<file path="src/lbdc_pkg.sv">
// Package for the LCD bus decimal capture block: widths, byte classes,
// register indexes and the queue entry type. Depends on nothing.
`default_nettype none
package lbdc_pkg;

  localparam int unsigned NibbleW    = 4;
  localparam int unsigned ByteW      = 8;
  localparam int unsigned MantW      = 32;
  localparam int unsigned FracW      = 4;
  localparam int unsigned CharW      = 6;
  localparam int unsigned MaxChars   = 32;
  localparam int unsigned CfgIdxW    = 1;
  localparam int unsigned QueueDepth = 2;
  localparam int unsigned QPtrW      = (QueueDepth > 1) ? $clog2(QueueDepth) : 1;
  localparam int unsigned QCntW      = $clog2(QueueDepth + 1);

  localparam logic [ByteW-1:0]   StartCodeRst = 8'h80;
  localparam logic [ByteW-1:0]   EndCodeRst   = 8'hC0;
  localparam logic [ByteW-1:0]   CharPoint    = 8'h2E;
  localparam logic [ByteW-1:0]   CharZero     = 8'h30;
  localparam logic [ByteW-1:0]   CharNine     = 8'h39;
  localparam logic [FracW-1:0]   FracMax      = '1;
  localparam logic [MantW-1:0]   MantMax      = '1;
  localparam logic [CharW-1:0]   CharLimit    = CharW'(MaxChars);

  localparam logic [CfgIdxW-1:0] RegStartCode = 1'd0;
  localparam logic [CfgIdxW-1:0] RegEndCode   = 1'd1;

  typedef enum logic [2:0] {
    KIND_START,
    KIND_END,
    KIND_POINT,
    KIND_DIGIT,
    KIND_OTHER
  } byte_kind_e;

  typedef struct packed {
    byte_kind_e         kind;
    logic [NibbleW-1:0] digit;
  } q_entry_t;

endpackage
`default_nettype wire

</file>
<file path="src/lbdc_in_if.sv">
// Nibble input channel: valid/ready handshake with one 4-bit bus sample.
// Uses lbdc_pkg for the width.
`default_nettype none
interface lbdc_in_if;
  import lbdc_pkg::*;
  logic               valid;
  logic               ready;
  logic [NibbleW-1:0] nibble;
  modport source (output valid, output nibble, input ready);
  modport sink   (input valid, input nibble, output ready);
endinterface
`default_nettype wire

</file>
<file path="src/lbdc_out_if.sv">
// Result channel: valid/ready handshake with the captured number fields.
// Uses lbdc_pkg for the widths.
`default_nettype none
interface lbdc_out_if;
  import lbdc_pkg::*;
  logic             valid;
  logic             ready;
  logic [MantW-1:0] mantissa;
  logic [FracW-1:0] fraction_digits;
  logic             saturated;
  logic [CharW-1:0] char_count;
  modport source (output valid, output mantissa, output fraction_digits,
                  output saturated, output char_count, input ready);
  modport sink   (input valid, input mantissa, input fraction_digits,
                  input saturated, input char_count, output ready);
endinterface
`default_nettype wire

</file>
<file path="src/lbdc_cfg_if.sv">
// Configuration write channel: valid/ready with register index and data.
// Uses lbdc_pkg for the widths.
`default_nettype none
interface lbdc_cfg_if;
  import lbdc_pkg::*;
  logic               valid;
  logic               ready;
  logic [CfgIdxW-1:0] index;
  logic [ByteW-1:0]   data;
  modport source (output valid, output index, output data, input ready);
  modport sink   (input valid, input index, input data, output ready);
endinterface
`default_nettype wire

</file>
<file path="src/lcd_bus_decimal_capture.sv">
// Top level of the LCD bus decimal capture block: front end, byte queue
// and back end. Depends on lbdc_pkg, the channel interfaces and submodules.
//
// Usage:
//   in_i carries one nibble (DB7..DB4) per beat, high nibble first, then low.
//   Each pair forms a byte. The start-code byte clears and arms capture;
//   armed bytes are decimal text (digits, one point, others ignored). The
//   end-code byte sends one beat on out_o: mantissa, fraction digit count,
//   saturation flag and character count; capture is then cleared and disarmed.
//   cfg_i writes start_code (index 0) or end_code (index 1) and is always ready;
//   write it only while the block is idle; the block does not enforce this.
// Timing:
//   One nibble per cycle while in_i.ready is high. The end code's low-nibble
//   beat is first written into the classified-byte queue; the back end
//   then pops it and loads the result register, which drives out_o.
//   Those two register stages lie between in_i and out_o.
// Reset (rst_ni low, asynchronous): codes return to 0x80 / 0xC0, the block
//   expects a high nibble, capture is disarmed and all counts are zero.
// Stall: while out_o is not taken, the result holds; the back end keeps
//   processing bytes until the next end code, and the two-entry queue then
//   fills and drops in_i.ready on low-nibble beats.
`default_nettype none
module lcd_bus_decimal_capture (
  input  logic       clk_i,
  input  logic       rst_ni,
  lbdc_in_if.sink    in_i,
  lbdc_cfg_if.sink   cfg_i,
  lbdc_out_if.source out_o
);
  import lbdc_pkg::*;

  logic     push_valid, push_ready;
  q_entry_t push_entry;
  logic     pop_valid, pop;
  q_entry_t pop_entry;

  // pair nibbles and classify bytes
  lbdc_front u_front (
    .clk_i        (clk_i),
    .rst_ni       (rst_ni),
    .in_i         (in_i),
    .cfg_i        (cfg_i),
    .push_valid_o (push_valid),
    .push_ready_i (push_ready),
    .push_entry_o (push_entry)
  );

  // decouple classification from capture
  lbdc_queue u_queue (
    .clk_i        (clk_i),
    .rst_ni       (rst_ni),
    .push_valid_i (push_valid),
    .push_ready_o (push_ready),
    .push_entry_i (push_entry),
    .pop_valid_o  (pop_valid),
    .pop_i        (pop),
    .pop_entry_o  (pop_entry)
  );

  // accumulate digits and emit on end code
  lbdc_back u_back (
    .clk_i       (clk_i),
    .rst_ni      (rst_ni),
    .pop_valid_i (pop_valid),
    .pop_o       (pop),
    .pop_entry_i (pop_entry),
    .out_o       (out_o)
  );

endmodule
`default_nettype wire

</file>
<file path="src/lbdc_front.sv">
// Front end: pairs nibbles into bytes, holds the code registers and
// classifies each byte for the back end. Depends on lbdc_pkg and the channels.
`default_nettype none
module lbdc_front (
  input  logic                clk_i,
  input  logic                rst_ni,
  lbdc_in_if.sink             in_i,
  lbdc_cfg_if.sink            cfg_i,
  output logic                push_valid_o,
  input  logic                push_ready_i,
  output lbdc_pkg::q_entry_t  push_entry_o
);
  import lbdc_pkg::*;

  logic               low_phase_q, low_phase_d;
  logic [NibbleW-1:0] high_nibble_q, high_nibble_d;
  logic [ByteW-1:0]   start_code_q, start_code_d;
  logic [ByteW-1:0]   end_code_q, end_code_d;
  logic [ByteW-1:0]   byte_w;
  logic               in_fire;

  assign in_i.ready   = !low_phase_q || push_ready_i;
  assign in_fire      = in_i.valid && in_i.ready;
  assign push_valid_o = in_i.valid && low_phase_q;
  assign byte_w       = {high_nibble_q, in_i.nibble};
  assign cfg_i.ready  = 1'b1;

  always_comb begin
    push_entry_o.digit = byte_w[NibbleW-1:0];
    if (byte_w == start_code_q) begin
      push_entry_o.kind = KIND_START;
    end else if (byte_w == end_code_q) begin
      push_entry_o.kind = KIND_END;
    end else if (byte_w == CharPoint) begin
      push_entry_o.kind = KIND_POINT;
    end else if (byte_w >= CharZero && byte_w <= CharNine) begin
      push_entry_o.kind = KIND_DIGIT;
    end else begin
      push_entry_o.kind = KIND_OTHER;
    end
  end

  always_comb begin
    low_phase_d   = low_phase_q;
    high_nibble_d = high_nibble_q;
    if (in_fire) begin
      low_phase_d = !low_phase_q;
      if (!low_phase_q) begin
        high_nibble_d = in_i.nibble;
      end
    end
  end

  always_comb begin
    start_code_d = start_code_q;
    end_code_d   = end_code_q;
    if (cfg_i.valid) begin
      unique case (cfg_i.index)
        RegStartCode: start_code_d = cfg_i.data;
        RegEndCode:   end_code_d   = cfg_i.data;
        default: ;
      endcase
    end
  end

  always_ff @(posedge clk_i or negedge rst_ni) begin
    if (!rst_ni) begin
      low_phase_q   <= 1'b0;
      high_nibble_q <= '0;
      start_code_q  <= StartCodeRst;
      end_code_q    <= EndCodeRst;
    end else begin
      low_phase_q   <= low_phase_d;
      high_nibble_q <= high_nibble_d;
      start_code_q  <= start_code_d;
      end_code_q    <= end_code_d;
    end
  end

endmodule
`default_nettype wire

</file>
<file path="src/lbdc_queue.sv">
// Short register queue of classified bytes between front and back end.
// Depends on lbdc_pkg.
`default_nettype none
module lbdc_queue (
  input  logic               clk_i,
  input  logic               rst_ni,
  input  logic               push_valid_i,
  output logic               push_ready_o,
  input  lbdc_pkg::q_entry_t push_entry_i,
  output logic               pop_valid_o,
  input  logic               pop_i,
  output lbdc_pkg::q_entry_t pop_entry_o
);
  import lbdc_pkg::*;

  q_entry_t         slot_q [QueueDepth];
  logic [QPtrW-1:0] wr_ptr_q, wr_ptr_d;
  logic [QPtrW-1:0] rd_ptr_q, rd_ptr_d;
  logic [QCntW-1:0] count_q, count_d;
  logic             push, pop;

  assign push_ready_o = count_q != QCntW'(QueueDepth);
  assign pop_valid_o  = count_q != '0;
  assign pop_entry_o  = slot_q[rd_ptr_q];
  assign push         = push_valid_i && push_ready_o;
  assign pop          = pop_i && pop_valid_o;

  always_comb begin
    wr_ptr_d = wr_ptr_q;
    rd_ptr_d = rd_ptr_q;
    count_d  = count_q;
    if (push) begin
      wr_ptr_d = (wr_ptr_q == QPtrW'(QueueDepth - 1)) ? '0 : wr_ptr_q + 1'b1;
    end
    if (pop) begin
      rd_ptr_d = (rd_ptr_q == QPtrW'(QueueDepth - 1)) ? '0 : rd_ptr_q + 1'b1;
    end
    if (push && !pop) begin
      count_d = count_q + 1'b1;
    end else if (pop && !push) begin
      count_d = count_q - 1'b1;
    end
  end

  always_ff @(posedge clk_i) begin
    if (push) begin
      slot_q[wr_ptr_q] <= push_entry_i;
    end
  end

  always_ff @(posedge clk_i or negedge rst_ni) begin
    if (!rst_ni) begin
      wr_ptr_q <= '0;
      rd_ptr_q <= '0;
      count_q  <= '0;
    end else begin
      wr_ptr_q <= wr_ptr_d;
      rd_ptr_q <= rd_ptr_d;
      count_q  <= count_d;
    end
  end

endmodule
`default_nettype wire

</file>
<file path="src/lbdc_back.sv">
// Back end: runs the capture state on classified bytes and holds the
// result register. Depends on lbdc_pkg and the result channel.
`default_nettype none
module lbdc_back (
  input  logic               clk_i,
  input  logic               rst_ni,
  input  logic               pop_valid_i,
  output logic               pop_o,
  input  lbdc_pkg::q_entry_t pop_entry_i,
  lbdc_out_if.source         out_o
);
  import lbdc_pkg::*;

  logic             armed_q, armed_d;
  logic             in_frac_q, in_frac_d;
  logic [MantW-1:0] acc_q, acc_d;
  logic [FracW-1:0] frac_q, frac_d;
  logic [CharW-1:0] chars_q, chars_d;
  logic             ovf_q, ovf_d;

  logic             out_valid_q, out_valid_d;
  logic [MantW-1:0] out_mant_q;
  logic [FracW-1:0] out_frac_q;
  logic             out_sat_q;
  logic [CharW-1:0] out_chars_q;

  logic             out_free, is_end, load_out, at_limit;
  logic [MantW+3:0] acc_next;

  assign out_free = !out_valid_q || out_o.ready;
  assign is_end   = pop_entry_i.kind == KIND_END;
  assign pop_o    = pop_valid_i && (!is_end || out_free);
  assign load_out = pop_o && is_end;
  assign at_limit = chars_q >= CharLimit;

  // acc * 10 + digit as two shifts and two adds
  assign acc_next = ({4'b0, acc_q} << 3) + ({4'b0, acc_q} << 1)
                  + {(MantW)'(0), pop_entry_i.digit};

  always_comb begin
    armed_d   = armed_q;
    in_frac_d = in_frac_q;
    acc_d     = acc_q;
    frac_d    = frac_q;
    chars_d   = chars_q;
    ovf_d     = ovf_q;
    if (pop_o) begin
      case (pop_entry_i.kind) inside
        KIND_START, KIND_END: begin
          armed_d   = pop_entry_i.kind == KIND_START;
          in_frac_d = 1'b0;
          acc_d     = '0;
          frac_d    = '0;
          chars_d   = '0;
          ovf_d     = 1'b0;
        end
        default: begin
          if (armed_q) begin
            if (at_limit) begin
              ovf_d = 1'b1;
            end else begin
              chars_d = chars_q + 1'b1;
              if (pop_entry_i.kind == KIND_POINT) begin
                in_frac_d = 1'b1;
              end else if (pop_entry_i.kind == KIND_DIGIT) begin
                if (acc_next[MantW+3:MantW] != '0) begin
                  acc_d = MantMax;
                  ovf_d = 1'b1;
                end else begin
                  acc_d = acc_next[MantW-1:0];
                end
                if (in_frac_q) begin
                  if (frac_q == FracMax) begin
                    ovf_d = 1'b1;
                  end else begin
                    frac_d = frac_q + 1'b1;
                  end
                end
              end
            end
          end
        end
      endcase
    end
  end

  assign out_valid_d = load_out || (out_valid_q && !out_o.ready);

  always_ff @(posedge clk_i) begin
    if (load_out) begin
      out_mant_q  <= acc_q;
      out_frac_q  <= frac_q;
      out_sat_q   <= ovf_q;
      out_chars_q <= chars_q;
    end
  end

  always_ff @(posedge clk_i or negedge rst_ni) begin
    if (!rst_ni) begin
      armed_q     <= 1'b0;
      in_frac_q   <= 1'b0;
      acc_q       <= '0;
      frac_q      <= '0;
      chars_q     <= '0;
      ovf_q       <= 1'b0;
      out_valid_q <= 1'b0;
    end else begin
      armed_q     <= armed_d;
      in_frac_q   <= in_frac_d;
      acc_q       <= acc_d;
      frac_q      <= frac_d;
      chars_q     <= chars_d;
      ovf_q       <= ovf_d;
      out_valid_q <= out_valid_d;
    end
  end

  assign out_o.valid           = out_valid_q;
  assign out_o.mantissa        = out_mant_q;
  assign out_o.fraction_digits = out_frac_q;
  assign out_o.saturated       = out_sat_q;
  assign out_o.char_count      = out_chars_q;

endmodule
`default_nettype wire

</file>
<file path="src/flat_wrapper.sv">
// flat-port wrapper written by rule: the top's interface ports become plain ports
module lcd_bus_decimal_capture_flat import lbdc_pkg::*;
  (clk_i, rst_ni, in_i_valid, in_i_nibble, in_i_ready, cfg_i_valid, cfg_i_index, cfg_i_data, cfg_i_ready, out_o_valid, out_o_mantissa, out_o_fraction_digits, out_o_saturated, out_o_char_count, out_o_ready);
  lbdc_in_if in_i_i ();
  lbdc_cfg_if cfg_i_i ();
  lbdc_out_if out_o_i ();
  input  logic clk_i;
  input  logic rst_ni;
  input wire logic [$bits(in_i_i.valid)-1:0] in_i_valid;
  input wire logic [$bits(in_i_i.nibble)-1:0] in_i_nibble;
  output wire logic [$bits(in_i_i.ready)-1:0] in_i_ready;
  input wire logic [$bits(cfg_i_i.valid)-1:0] cfg_i_valid;
  input wire logic [$bits(cfg_i_i.index)-1:0] cfg_i_index;
  input wire logic [$bits(cfg_i_i.data)-1:0] cfg_i_data;
  output wire logic [$bits(cfg_i_i.ready)-1:0] cfg_i_ready;
  output wire logic [$bits(out_o_i.valid)-1:0] out_o_valid;
  output wire logic [$bits(out_o_i.mantissa)-1:0] out_o_mantissa;
  output wire logic [$bits(out_o_i.fraction_digits)-1:0] out_o_fraction_digits;
  output wire logic [$bits(out_o_i.saturated)-1:0] out_o_saturated;
  output wire logic [$bits(out_o_i.char_count)-1:0] out_o_char_count;
  input wire logic [$bits(out_o_i.ready)-1:0] out_o_ready;
  assign in_i_i.valid = in_i_valid;
  assign in_i_i.nibble = in_i_nibble;
  assign in_i_ready = in_i_i.ready;
  assign cfg_i_i.valid = cfg_i_valid;
  assign cfg_i_i.index = cfg_i_index;
  assign cfg_i_i.data = cfg_i_data;
  assign cfg_i_ready = cfg_i_i.ready;
  assign out_o_valid = out_o_i.valid;
  assign out_o_mantissa = out_o_i.mantissa;
  assign out_o_fraction_digits = out_o_i.fraction_digits;
  assign out_o_saturated = out_o_i.saturated;
  assign out_o_char_count = out_o_i.char_count;
  assign out_o_i.ready = out_o_ready;
  lcd_bus_decimal_capture u_core (.clk_i(clk_i), .rst_ni(rst_ni), .in_i(in_i_i), .cfg_i(cfg_i_i), .out_o(out_o_i));
endmodule
</file>
<file path="config.mk">
export PLATFORM = sky130hd
export DESIGN_NAME = lcd_bus_decimal_capture_flat
export DESIGN_NICKNAME = d
export VERILOG_FILES = /design/src/lbdc_pkg.sv /design/src/lbdc_in_if.sv /design/src/lbdc_out_if.sv /design/src/lbdc_cfg_if.sv /design/src/lcd_bus_decimal_capture.sv /design/src/lbdc_front.sv /design/src/lbdc_queue.sv /design/src/lbdc_back.sv /design/src/flat_wrapper.sv
export SDC_FILE = /design/constraint.sdc
export NUM_CORES = 1
export LEC_CHECK = 0
export BUFFER_PORTS_ARGS = -buffer_cell sky130_fd_sc_hd__buf_4
export CORE_MARGIN = 10
export CORE_UTILIZATION = 55
export CTS_CLUSTER_DIAMETER = 150
export DETAILED_ROUTE_END_ITERATION = 8
export GPL_TIMING_DRIVEN = 1
export PLACE_DENSITY = 0.74
export SLEW_MARGIN = 20
export SYNTH_ARGS = -nofsm -noshare
export SYNTH_HDL_FRONTEND = slang
export SYNTH_HIERARCHICAL = 1
export SYNTH_SLANG_ARGS = --single-unit
</file>
<file path="constraint.sdc">
create_clock -name clk_i -period 6.15 [get_ports clk_i]
set_input_delay 1.23 -clock clk_i [delete_from_list [all_inputs] [get_ports clk_i]]
set_output_delay 1.23 -clock clk_i [all_outputs]
set_load 0.03 [all_outputs]
</file>
# After elaboration in Yosys (flattened, before gate mapping)
# Memory sizes are Yosys's and may differ from the RTL's.
# Index checks and enable logic that the tools add are counted.
dict set report classes {
  n_eq_ne 12
  reduce_logical 39
  n_bitwise 2
  add_sub_neg 8
  muxes 38
  n_lt_le_gt_ge 3
}
# operator count
set op_table {}
lappend op_table {{32-bit two-way mux} 6}
lappend op_table {{35-bit by 33-bit adder with 36-bit output} 1}
lappend op_table {{36-bit by 4-bit adder with 36-bit output} 1}
lappend op_table {{4-bit two-way mux} 7}
lappend op_table {{6-bit two-way mux} 3}
lappend op_table {{8-bit equality test} 2}
lappend op_table {{1-bit two-way mux} 16}
lappend op_table {{3-bit two-way mux} 4}
lappend op_table {{2-bit nonzero test} 6}
lappend op_table {{1-bit logical AND} 10}
lappend op_table {{8-bit by 6-bit equality test with 1-bit output (second input constant)} 1}
lappend op_table {{8-bit by 6-bit greater-or-equal comparator with 1-bit output (second input constant)} 1}
lappend op_table {{8-bit by 6-bit <= comparator with 1-bit output (second input constant)} 1}
lappend op_table {{2-bit AND reduction} 4}
lappend op_table {{4-bit AND reduction} 2}
lappend op_table {{7-bit AND reduction} 1}
lappend op_table {{6-bit by 1-bit adder with 6-bit output (second input constant)} 1}
lappend op_table {{3-bit by 2-bit equality test with 1-bit output (second input constant)} 2}
lappend op_table {{6-bit greater-or-equal comparator (second input constant)} 1}
lappend op_table {{1-bit zero test} 6}
lappend op_table {{2-bit by 1-bit != test with 1-bit output (second input constant)} 3}
lappend op_table {{5-bit AND reduction} 1}
lappend op_table {{4-bit by 1-bit adder with 4-bit output (second input constant)} 1}
lappend op_table {{4-bit equality test (second input constant)} 1}
lappend op_table {{other kinds (14)} 20}
dict set report totals {
  memories 1
  mem_bits_rw 14
  reg_bits 114
  in_bits 18
}
# name words word_bits rd rd_clocked_by_memory_dff wr line
set memory_table {}
lappend memory_table {u_core.u_queue.slot_q 2 7 1 0 1 lbdc_queue.sv:16} ;# q_entry_t slot_q [QueueDepth];

# Logic depth before layout (Yosys ltp)
# Gate-level depths: netlist (run 1).
dict set report depth {
  ltp_word 11
  depth_mapped 16
  depth_no_buf 14
}

# Cells and area by module
# The synthesis (run 1) kept the hierarchy.
# module seq_area_each_um2 instances area_per_inst_um2 cells_each
set modules_own_cells {}
lappend modules_own_cells {lbdc_back 2442.3 1 5552.8 526}
lappend modules_own_cells {lbdc_front 529.3 1 1086.0 97}
lappend modules_own_cells {lbdc_queue 520.5 1 715.7 40}

# Worst setup path before layout (run 1)
# No wires, ideal clock.
dict set report synth_path {
  path_type {register -> register}
  start {reg u_core.u_queue.rd_ptr_q}
  end {reg u_core.u_back.acc_q[13]}
  n_path_buf 2
  required_time_ps 6026
  stages_incl_launch_ff 16
  slack_ps 2084
  t_arrival_ps 3942
  path_cell_list {dfrtp_1 -> buf_2 -> mux2_2 -> fa_1 -> inv_1 -> fa_1 -> nand2b_1 -> a21oi_1 -> o21ai_1 -> o311ai_2 -> a21oi_1 -> o211a_1 -> nor4_4 -> nor2_1 -> buf_6 -> a211o_1}
}
# item line
set synth_lines {}
lappend synth_lines {{start, declared} lbdc_queue.sv:18} ;# logic [QPtrW-1:0] rd_ptr_q, rd_ptr_d;
lappend synth_lines {{start signal, assigned} lbdc_queue.sv:58} ;# rd_ptr_q <= rd_ptr_d;
lappend synth_lines {{end signal, assigned} lbdc_back.sv:102} ;# acc_q <= '0;
lappend synth_lines {{end signal, assigned} lbdc_back.sv:110} ;# acc_q <= acc_d;
lappend synth_lines {{end, declared} lbdc_back.sv:16} ;# logic [MantW-1:0] acc_q, acc_d;

==> metrics.md, run 1 <==
| Metric | Value |
|---|---|
| Routed via count | 5,392 |
| Width of the die | 135.6 um |
| Largest net degree at the start of global routing | 72 |
| Dpl cells | 871 |
| Vias per cell | 5.965 |
| Fmax | 212.6 MHz |
| Async SR Flop Fraction | 55.47% |
| Residual DRC count | 0 |
| CP Capture Point | u_core/u_back/acc_q[15] |
| Number of global-route vias before repair | 5,575 |
| Core Region | 13,190 um^2 |
| Post-CTS Hold Buffers | 0 |
| Filler cells | 1,012 |
| RR Endpoint | u_core/u_back/acc_q[15] |
| Chip Height | 135.6 um |
| Hpwl dp | 11,810 um |
| Internal power | 2939 uW |
| Clock Latency Late Sink | 430 ps |
| CP Launch Type | flop |
| Switching Fraction | 44.31% |
| Share of cells above drive strength 1 | 18.96% |
| Post-synth EDFFs | 57 |
| Leading area contributor after synthesis | edfxtp_1 |
| Flop2flop setup slack | 1450 ps |
| Htree depth | 4 |
| CTS resizes | 0 |
| Status | finished clean |
| Final Max Tran Viols | 0 |
| Synth Area per Inst | 11.09 um^2 |
| Total wire length | 16,580 um |
| Synthesized instance count | 663 |
| Overall Global Routing Usage | 18.53% |
| Synth area leaders | edfxtp_1 23%, dfrtp_1 23%, ha_1 11% |
| PortBufs | 62 |
| Arrival time at the worst endpoint | 5060 ps |
| Total CTS buffers | 17 |
| Unique masters post-synth | 66 |
| Initial Util | 55.76% |
| Worst path depth | 13 |
| Warning count from the yosys run | 6 |
| Peak VDD IR | 0.0002476 V |
| Flops & latches, synth | 128 |
| Final Hold Viols | 0 |
| Clock share of power | 19.0% |
| Multi-input gate area | 3655 um^2 |
| Final GP Congestion | 0.9557 |
| CP Buf/Inv Count | 1 |
| Final #Nets | 802 |
| Max Root-Sink Buffers | 2 |
| Worst setup margin | 1446 ps |
| Layout area overhead | 15.82% |
| Crit path time final | 4704 ps |
| Final setup viols | 0 |
| # clock sinks | 128 |
| Power density cells | 619.6 nW/um^2 |
| Worst R2R Start | u_core/u_queue/rd_ptr_q |
| Pre-CTS WS | 1508 ps |
| CP Max Fanout | 12 |
| Fin cells | 904 |
| Critical Path Max Stage Delay | 790 ps |
| Post-Syn Nets | 750 |
| Worst-Margin Slew | 1024 ps |
| Netlist Area Pre-Place | 7355 um^2 |
| P_leak | 0.003705 uW |
| CTS tree | built |
| Max cap viols | 0 |
| Post-route ant nets | 0 |
| Grt ovf | 0 |
| Slew margin rel. | 31.51% |
| Root Buffer | clkbuf_16 |
| Initial antenna violation count | 0 |
| Crit end category | flop |
| CTS clk-pin slew, worst paths | 60 ps |
| HP Class | flop to flop |
| Iter 0 DRT Violations | 417 |
| Core Rows | 42 |
| Setup TNS | 0 ps |
| Worst-path cell chain | mux2_2 -> fa_1 -> inv_1 -> fa_1 -> nand2b_1 -> a21oi_1 -> o21ai_1 -> o311ai_2 -> a21oi_1 -> a211oi_1 -> nor4_4 -> nor2_1 -> a221o_1 |
| Worst Setup SP | u_core/u_queue/rd_ptr_q |
| Path depth of the worst reg2reg path | 13 |
| RSZ-0062 raised after global routing | false |
| WS Path Type | flop to flop |
| Sequential Area | 3492 um^2 |
| Synth top cells by count | 68 x dfrtp_1, 67 x ha_1, 57 x edfxtp_1, 52 x nand2_1, 45 x nor2_1 |
| # Post-CTS Setup Buffers | 0 |
| Post-route clock period utilization | 76.49% |
| Combinational Power Share | 54.2% |
| Total I/O pin count | 64 |
| Pre-antenna DRT Iters | 5 |
| Critical path required time | 6510 ps |
| First-pass GRT wire length | 27,340 um |
| Synth Flop Type | dfrtp_1 |
| Share of the yosys chip area belonging to registers | 47.48% |
| Final clock skew | 9.052 ps |
| Crit path max-delay cell type | nor2_1 |
| Crit path max-delay family | compound AO/OA/AOI/OAI gates |
| Die Footprint | 18,400 um^2 |
| Sw Pwr | 2338 uW |
| Top cell type's share of synthesized area | 23.27% |
| Drt wl/cell | 18.34 um |
| Reg power frac | 26.8% |
| Antenna Cells | 0 |
| Most frequent cell after synthesis | dfrtp_1 |
## state kept, by name (all words and copies together), names as in the netlist, 2 cells and up
name and cells:
u_core/u_queue/slot_q 14, u_core/u_back/chars_q 6, u_core/u_front/end_code_q 8, u_core/u_front/high_nibble_q 4, u_core/u_front/start_code_q 8, u_core/u_back/frac_q 4, u_core/u_back/acc_q 32, u_core/u_back/out_o.fraction_digits 4
u_core/u_queue/count_q 2, u_core/u_back/out_o.char_count 6, u_core/u_back/out_o.mantissa 32
## final cells by class
| cell class | count | share of cell area (%) |
|---|---|---|
| clock inverter | 14 | 1.821 |
| timing repair buffer | 65 | 5.875 |
| multi-input combinational | 488 | 42.91 |
| inverter | 15 | 0.6610 |
| sequential | 128 | 41.00 |
| tap | 176 | 2.585 |
| clock buffer | 18 | 5.156 |
## cell families after synthesis
family,share of synthesized area [%]
simple gates,11.79
compound gates,15.46
flops,47.48
fa+ha+maj,11.94
xor+xnor,6.193
buf+inv,2.994
mux,4.083
other cells,0.05099
## routing by layer
metal | vias up | track usage, % | wire [um]
met5 | - | 0 | 0
met4 | 0 | 8.732 | 342
met3 | 26 | 4.488 | 954
met2 | 171 | 31.24 | 8321
met1 | 2625 | 21.72 | 6958
li1 | 2570 | - | -
## worst min-delay path by stage
stage | start | endpoint | slack (ps) | cells after the start
2_1_floorplan | u_core/u_back/ovf_q | u_core/u_back/out_o.saturated | 430 | 0
3_3_place_gp | u_core/u_back/ovf_q | u_core/u_back/out_o.saturated | 440 | 0
3_5_place_dp | u_core/u_back/ovf_q | u_core/u_back/out_o.saturated | 440 | 0
4_1_cts | u_core/u_back/ovf_q | u_core/u_back/out_o.saturated | 470 | 0
5_1_grt | u_core/u_back/ovf_q | u_core/u_back/out_o.saturated | 490 | 0
6_report | u_core/u_back/ovf_q | u_core/u_back/out_o.saturated | 470 | 0
## cells in the final DEF (no fill, tap or decap), drive strengths merged, types with 4 or more instances in the layout
cell type | synthesis | routed
dfrtp | 68 | 68
ha | 67 | 67
buf | 14 | 65
edfxtp | 57 | 57
nand2 | 53 | 53
nor2 | 46 | 46
a21oi | 42 | 42
o21ai | 37 | 37
xnor2 | 32 | 32
mux2 | 24 | 24
a31oi | 20 | 20
xor2 | 20 | 20
clkbuf | 18 | 18
inv | 15 | 18
nand4 | 15 | 15
a21o | 15 | 15
a221o | 10 | 10
nor2b | 7 | 7
nand3 | 7 | 7
nand2b | 7 | 7
nand3b | 6 | 6
and3 | 6 | 6
or3 | 6 | 6
clkinv | 0 | 5
nor3 | 5 | 5
clkinvlp | 0 | 4
a211o | 4 | 4
and2 | 4 | 4
o21bai | 4 | 4
nor4 | 4 | 4
a211oi | 4 | 4
## metrics by stage
| step | hold slack (ps) | total power (uW) | utilization [%] | area [um^2] |
|---|---|---|---|---|
| 3_3_place_gp | 440.1 | 4142 | 59.92 | 7904 |
| 3_5_place_dp | 437.8 | 4230 | 59.92 | 7904 |
| 4_1_cts | 471.6 | 5265 | 64.43 | 8498 |
| 2_1_floorplan | 425.7 | 3582 | - | 7355 |
| 5_1_grt | 490.3 | 5664 | 64.58 | 8518 |
| 6_report | 473.9 | 5278 | 64.58 | 8518 |
## power by group through the flow
stage	clock network, uW	logic [uW]	registers (uW)
after detailed placement	0	2800	1430
after global placement	0	2720	1420
after global routing	1050	3160	1450
after floorplan	0	2170	1410
final	1000	2860	1420
after CTS	1020	2820	1420
(Power assumes the default switching activity.)
==> inputs of run 2 (changes only) <==
--- a/config.mk
+++ b/config.mk
@@ -7,11 +7,11 @@
 export LEC_CHECK = 0
 export BUFFER_PORTS_ARGS = -buffer_cell sky130_fd_sc_hd__buf_4
 export CORE_MARGIN = 10
-export CORE_UTILIZATION = 55
+export CORE_UTILIZATION = 54
 export CTS_CLUSTER_DIAMETER = 150
 export DETAILED_ROUTE_END_ITERATION = 8
 export GPL_TIMING_DRIVEN = 1
-export PLACE_DENSITY = 0.74
+export PLACE_DENSITY = 0.76
 export SLEW_MARGIN = 20
 export SYNTH_ARGS = -nofsm -noshare
 export SYNTH_HDL_FRONTEND = slang
==> constraint.sdc (replaced) <==
create_clock -name clk_i -period 4.2 [get_ports clk_i]
set_input_delay 0.84 -clock clk_i [delete_from_list [all_inputs] [get_ports clk_i]]
set_output_delay 0.84 -clock clk_i [all_outputs]
set_load 0.03 [all_outputs]
==> run 2 against run 1 <==
  * Final area up 1.7%
  * Via count up 1.6%
  * Register-to-register slack worse by 1200 ps
  * Clock skew about the same
  * Combinational power up 60%
  * Clock power up 43%
  * Critical endpoint is now u_core/u_back/acc_q[4]
==> metrics.md, run 2 (synthesis results as in run 1) <==
| Metric | Value |
|---|---|
| Overall Global Routing Usage | 18.66% (+0.13 points) |
| Total CTS buffers | 17 (unchanged) |
| Final #Nets | 818 (+2.0%) |
| Flop2flop setup slack | 210 ps (-1240 ps) |
| Max Root-Sink Buffers | 2 (unchanged) |
| Internal power | 4496 uW (+53%) |
| Grt ovf | 0 (unchanged) |
| Root Buffer | clkbuf_16 |
| Most common cell after layout, fill and taps aside | buf_4 |
| Fin area | 8663 um^2 (+1.7%) |
| PortBufs | 62 (unchanged) |
| Area of placed instances | 8014 um^2 (+1.4%) |
| Residual DRC count | 0 (unchanged) |
| Post-route clock period utilization | 94.99% (+19 points) |
| Dpl cells | 884 (+1.5%) |
| Clock Latency Late Sink | 430 ps (about the same) |
| Iter 0 DRT Violations | 484 (+16%) |
| Path depth of the worst reg2reg path | 13 (unchanged) |
| Final clock skew | 9.356 ps (+0.3047 ps) |
| Initial Util | 55.32% (-0.44 points) |
| Combinational Power Share | 56.8% (+2.6 points) |
| Worst hold path startpoint | u_core/u_back/ovf_q |
| Crit path max-delay cell type | fa_1 |
| Antenna Cells | 0 (unchanged) |
| Clock share of power | 17.7% (-1.3 points) |
| Worst hold endpoint | u_core/u_back/out_o.saturated |
| Switching Fraction | 44.21% (-0.096 points) |
| Final GP Congestion | 0.9210 (-3.6%) |
| Die Footprint | 18,690 um^2 (+1.6%) |
| Top cell by count, worst path | fa_1 |
| WS Path Type | flop to flop |
| Sw Pwr | 3563 uW (+52%) |
| # clock sinks | 128 (unchanged) |
| Crit end category | flop |
| Width of the die | 136.7 um (+0.79%) |
| Number of global-route vias before repair | 5,442 (-2.4%) |
| Arrival time at the worst endpoint | 4280 ps (-780 ps) |
| Vias per cell | 5.955 (-0.15%) |
| Worst-Margin Slew | 932.2 ps (-91.31 ps) |
| Fin Hold WS | 478.6 ps (+4.670 ps) |
| Total I/O pin count | 64 (unchanged) |
| Total wire length | 17,030 um (+2.8%) |
| Fmax | 250.6 MHz (+18%) |
| Reg power frac | 25.5% (-1.3 points) |
| CP Launch Type | flop |
| RSZ-0062 raised after global routing | false |
| Worst-path cell chain | mux2_2 -> fa_1 -> inv_1 -> fa_1 -> nand2b_1 -> a21oi_2 -> o21ai_1 -> o311ai_2 -> a21oi_1 -> o211a_1 -> nor4_4 -> clkbuf_4 -> a31oi_1 |
| Post-route ant nets | 0 (unchanged) |
| Htree depth | 4 (unchanged) |
| Pre-antenna DRT Iters | 5 (unchanged) |
| Critical path required time | 4490 ps (-2020 ps) |
| Peak VDD IR | 0.0004209 V (+70%) |
| CP Buf/Inv Count | 2 (+1) |
| Hpwl dp | 11,790 um (-0.15%) |
| Commonest non-fill, non-tap cells in the layout | 76 x buf_4, 68 x dfrtp_1, 67 x ha_1, 57 x edfxtp_1, 52 x nand2_1 |
| Worst R2R Start | u_core/u_queue/rd_ptr_q |
| Setup TNS | 0 ps (unchanged) |
| Crit path max-delay family | compound AO/OA/AOI/OAI gates |
| Share of cells above drive strength 1 | 20.83% (+1.9 points) |
| Initial antenna violation count | 0 (unchanged) |
| Routed via count | 5,479 (+1.6%) |
| Status | finished clean |
| Max cap viols | 0 (unchanged) |
| First-pass GRT wire length | 27,770 um (+1.6%) |
| CTS tree | built |
| Power density cells | 930.3 nW/um^2 (+50%) |
| Post-CTS Hold Buffers | 0 (unchanged) |
| P_leak | 0.003784 uW (+2.1%) |
| Final setup viols | 0 (unchanged) |
| HP Class | flop to flop |
| CTS clk-pin slew, worst paths | 60 ps (about the same) |
| Final Hold Viols | 0 (unchanged) |
| Fin cells | 920 (+1.8%) |
| Hold depth | 0 (unchanged) |
| Drt wl/cell | 18.51 um (+0.96%) |
| Slew margin rel. | 37.85% (+6.3 points) |
| Critical Path Max Stage Delay | 580 ps (-210 ps) |
| Core Rows | 42 (unchanged) |
| RR Endpoint | u_core/u_back/acc_q[4] |
| Core Region | 13,300 um^2 (+0.80%) |
| CP Max Fanout | 10 (-2) |
| Chip Height | 136.7 um (+0.79%) |
| Largest net degree at the start of global routing | 72 (unchanged) |
| Crit path time final | 3990 ps (-714.3 ps) |
| Layout area overhead | 17.80% |
| Final Max Tran Viols | 0 (unchanged) |
run 2: changes by cell type in the layout (fill, tap and decap cells not counted), moves of 2 or more:
cell      delta
buf_12       +2
clkinv_2     +2
clkbuf_1     +2
buf_4       +12
inv_6        -2
run 2: how the worst max path moves through the flow:
stage / from / cells past startpoint / end
after floorplan: u_core/u_queue/rd_ptr_q / 15 / u_core/u_back/acc_q[13]
after global placement: u_core/u_queue/rd_ptr_q / 13 / u_core/u_back/acc_q[30]
after detailed placement: u_core/u_queue/rd_ptr_q / 13 / u_core/u_back/acc_q[7]
after CTS: u_core/u_queue/rd_ptr_q / 14 / u_core/u_back/acc_q[29]
after global routing: u_core/u_queue/rd_ptr_q / 13 / u_core/u_back/acc_q[5]
final: u_core/u_queue/rd_ptr_q / 13 / u_core/u_back/acc_q[4]
run 2: routing by layer:
layer  part of all wire [%]  routed length (um)  track usage [%]
met3                    6.0                1021            4.362
met1                     45                7610            24.11
met5                      0                   0                0
met2                     47                8003            29.50
met4                    2.3                 397            7.692
run 2: stage by stage:
| step | power [uW] | setup slack (ps) | util [%] |
|---|---|---|---|
| floorplan | 5246 | 134.1 | - |
| global placement | 6203 | -84.86 | 60.28 |
| detailed placement | 6330 | -276.9 | 60.28 |
| CTS | 7850 | 28.59 | 64.63 |
| global route | 8626 | 16.84 | 65.16 |
| finish | 8059 | 210.3 | 65.16 |
run 2: final cells by class:
type	count	area [um^2]
Clock inverter	13	140.1
Sequential cell	128	3492
Timing Repair Buffer	81	649.4
Tap cell	176	220.2
Inverter	15	56.30
Clock buffer	19	432.9
Fill cell	1034	4632
Multi-Input combinational cell	488	3672
run 2: worst register-to-register path: stages, from the launching register on:
cell and delay [ps]:
dfrtp_1 350, mux2_2 350, fa_1 580, inv_1 70, fa_1 440, nand2b_1 200, a21oi_2 190, o21ai_1 130
o311ai_2 390, a21oi_1 180, o211a_1 270, nor4_4 270, clkbuf_4 320, a31oi_1 120
run 2: power by group through the flow:
stage	clock, uW	sequential, uW	combinational [uW]
floorplan	0	2070	3180
global placement	0	2050	4150
detailed placement	0	2060	4270
CTS	1450	2050	4350
global route	1510	2100	5020
finish	1430	2050	4580
run 2: repair_timing:
action                                  CTS  global route
gates cloned                              0             1
buffers inserted                          0             3
endpoints found under the setup margin   15            15
resized for setup                         2             6
pin swaps                                 1             3
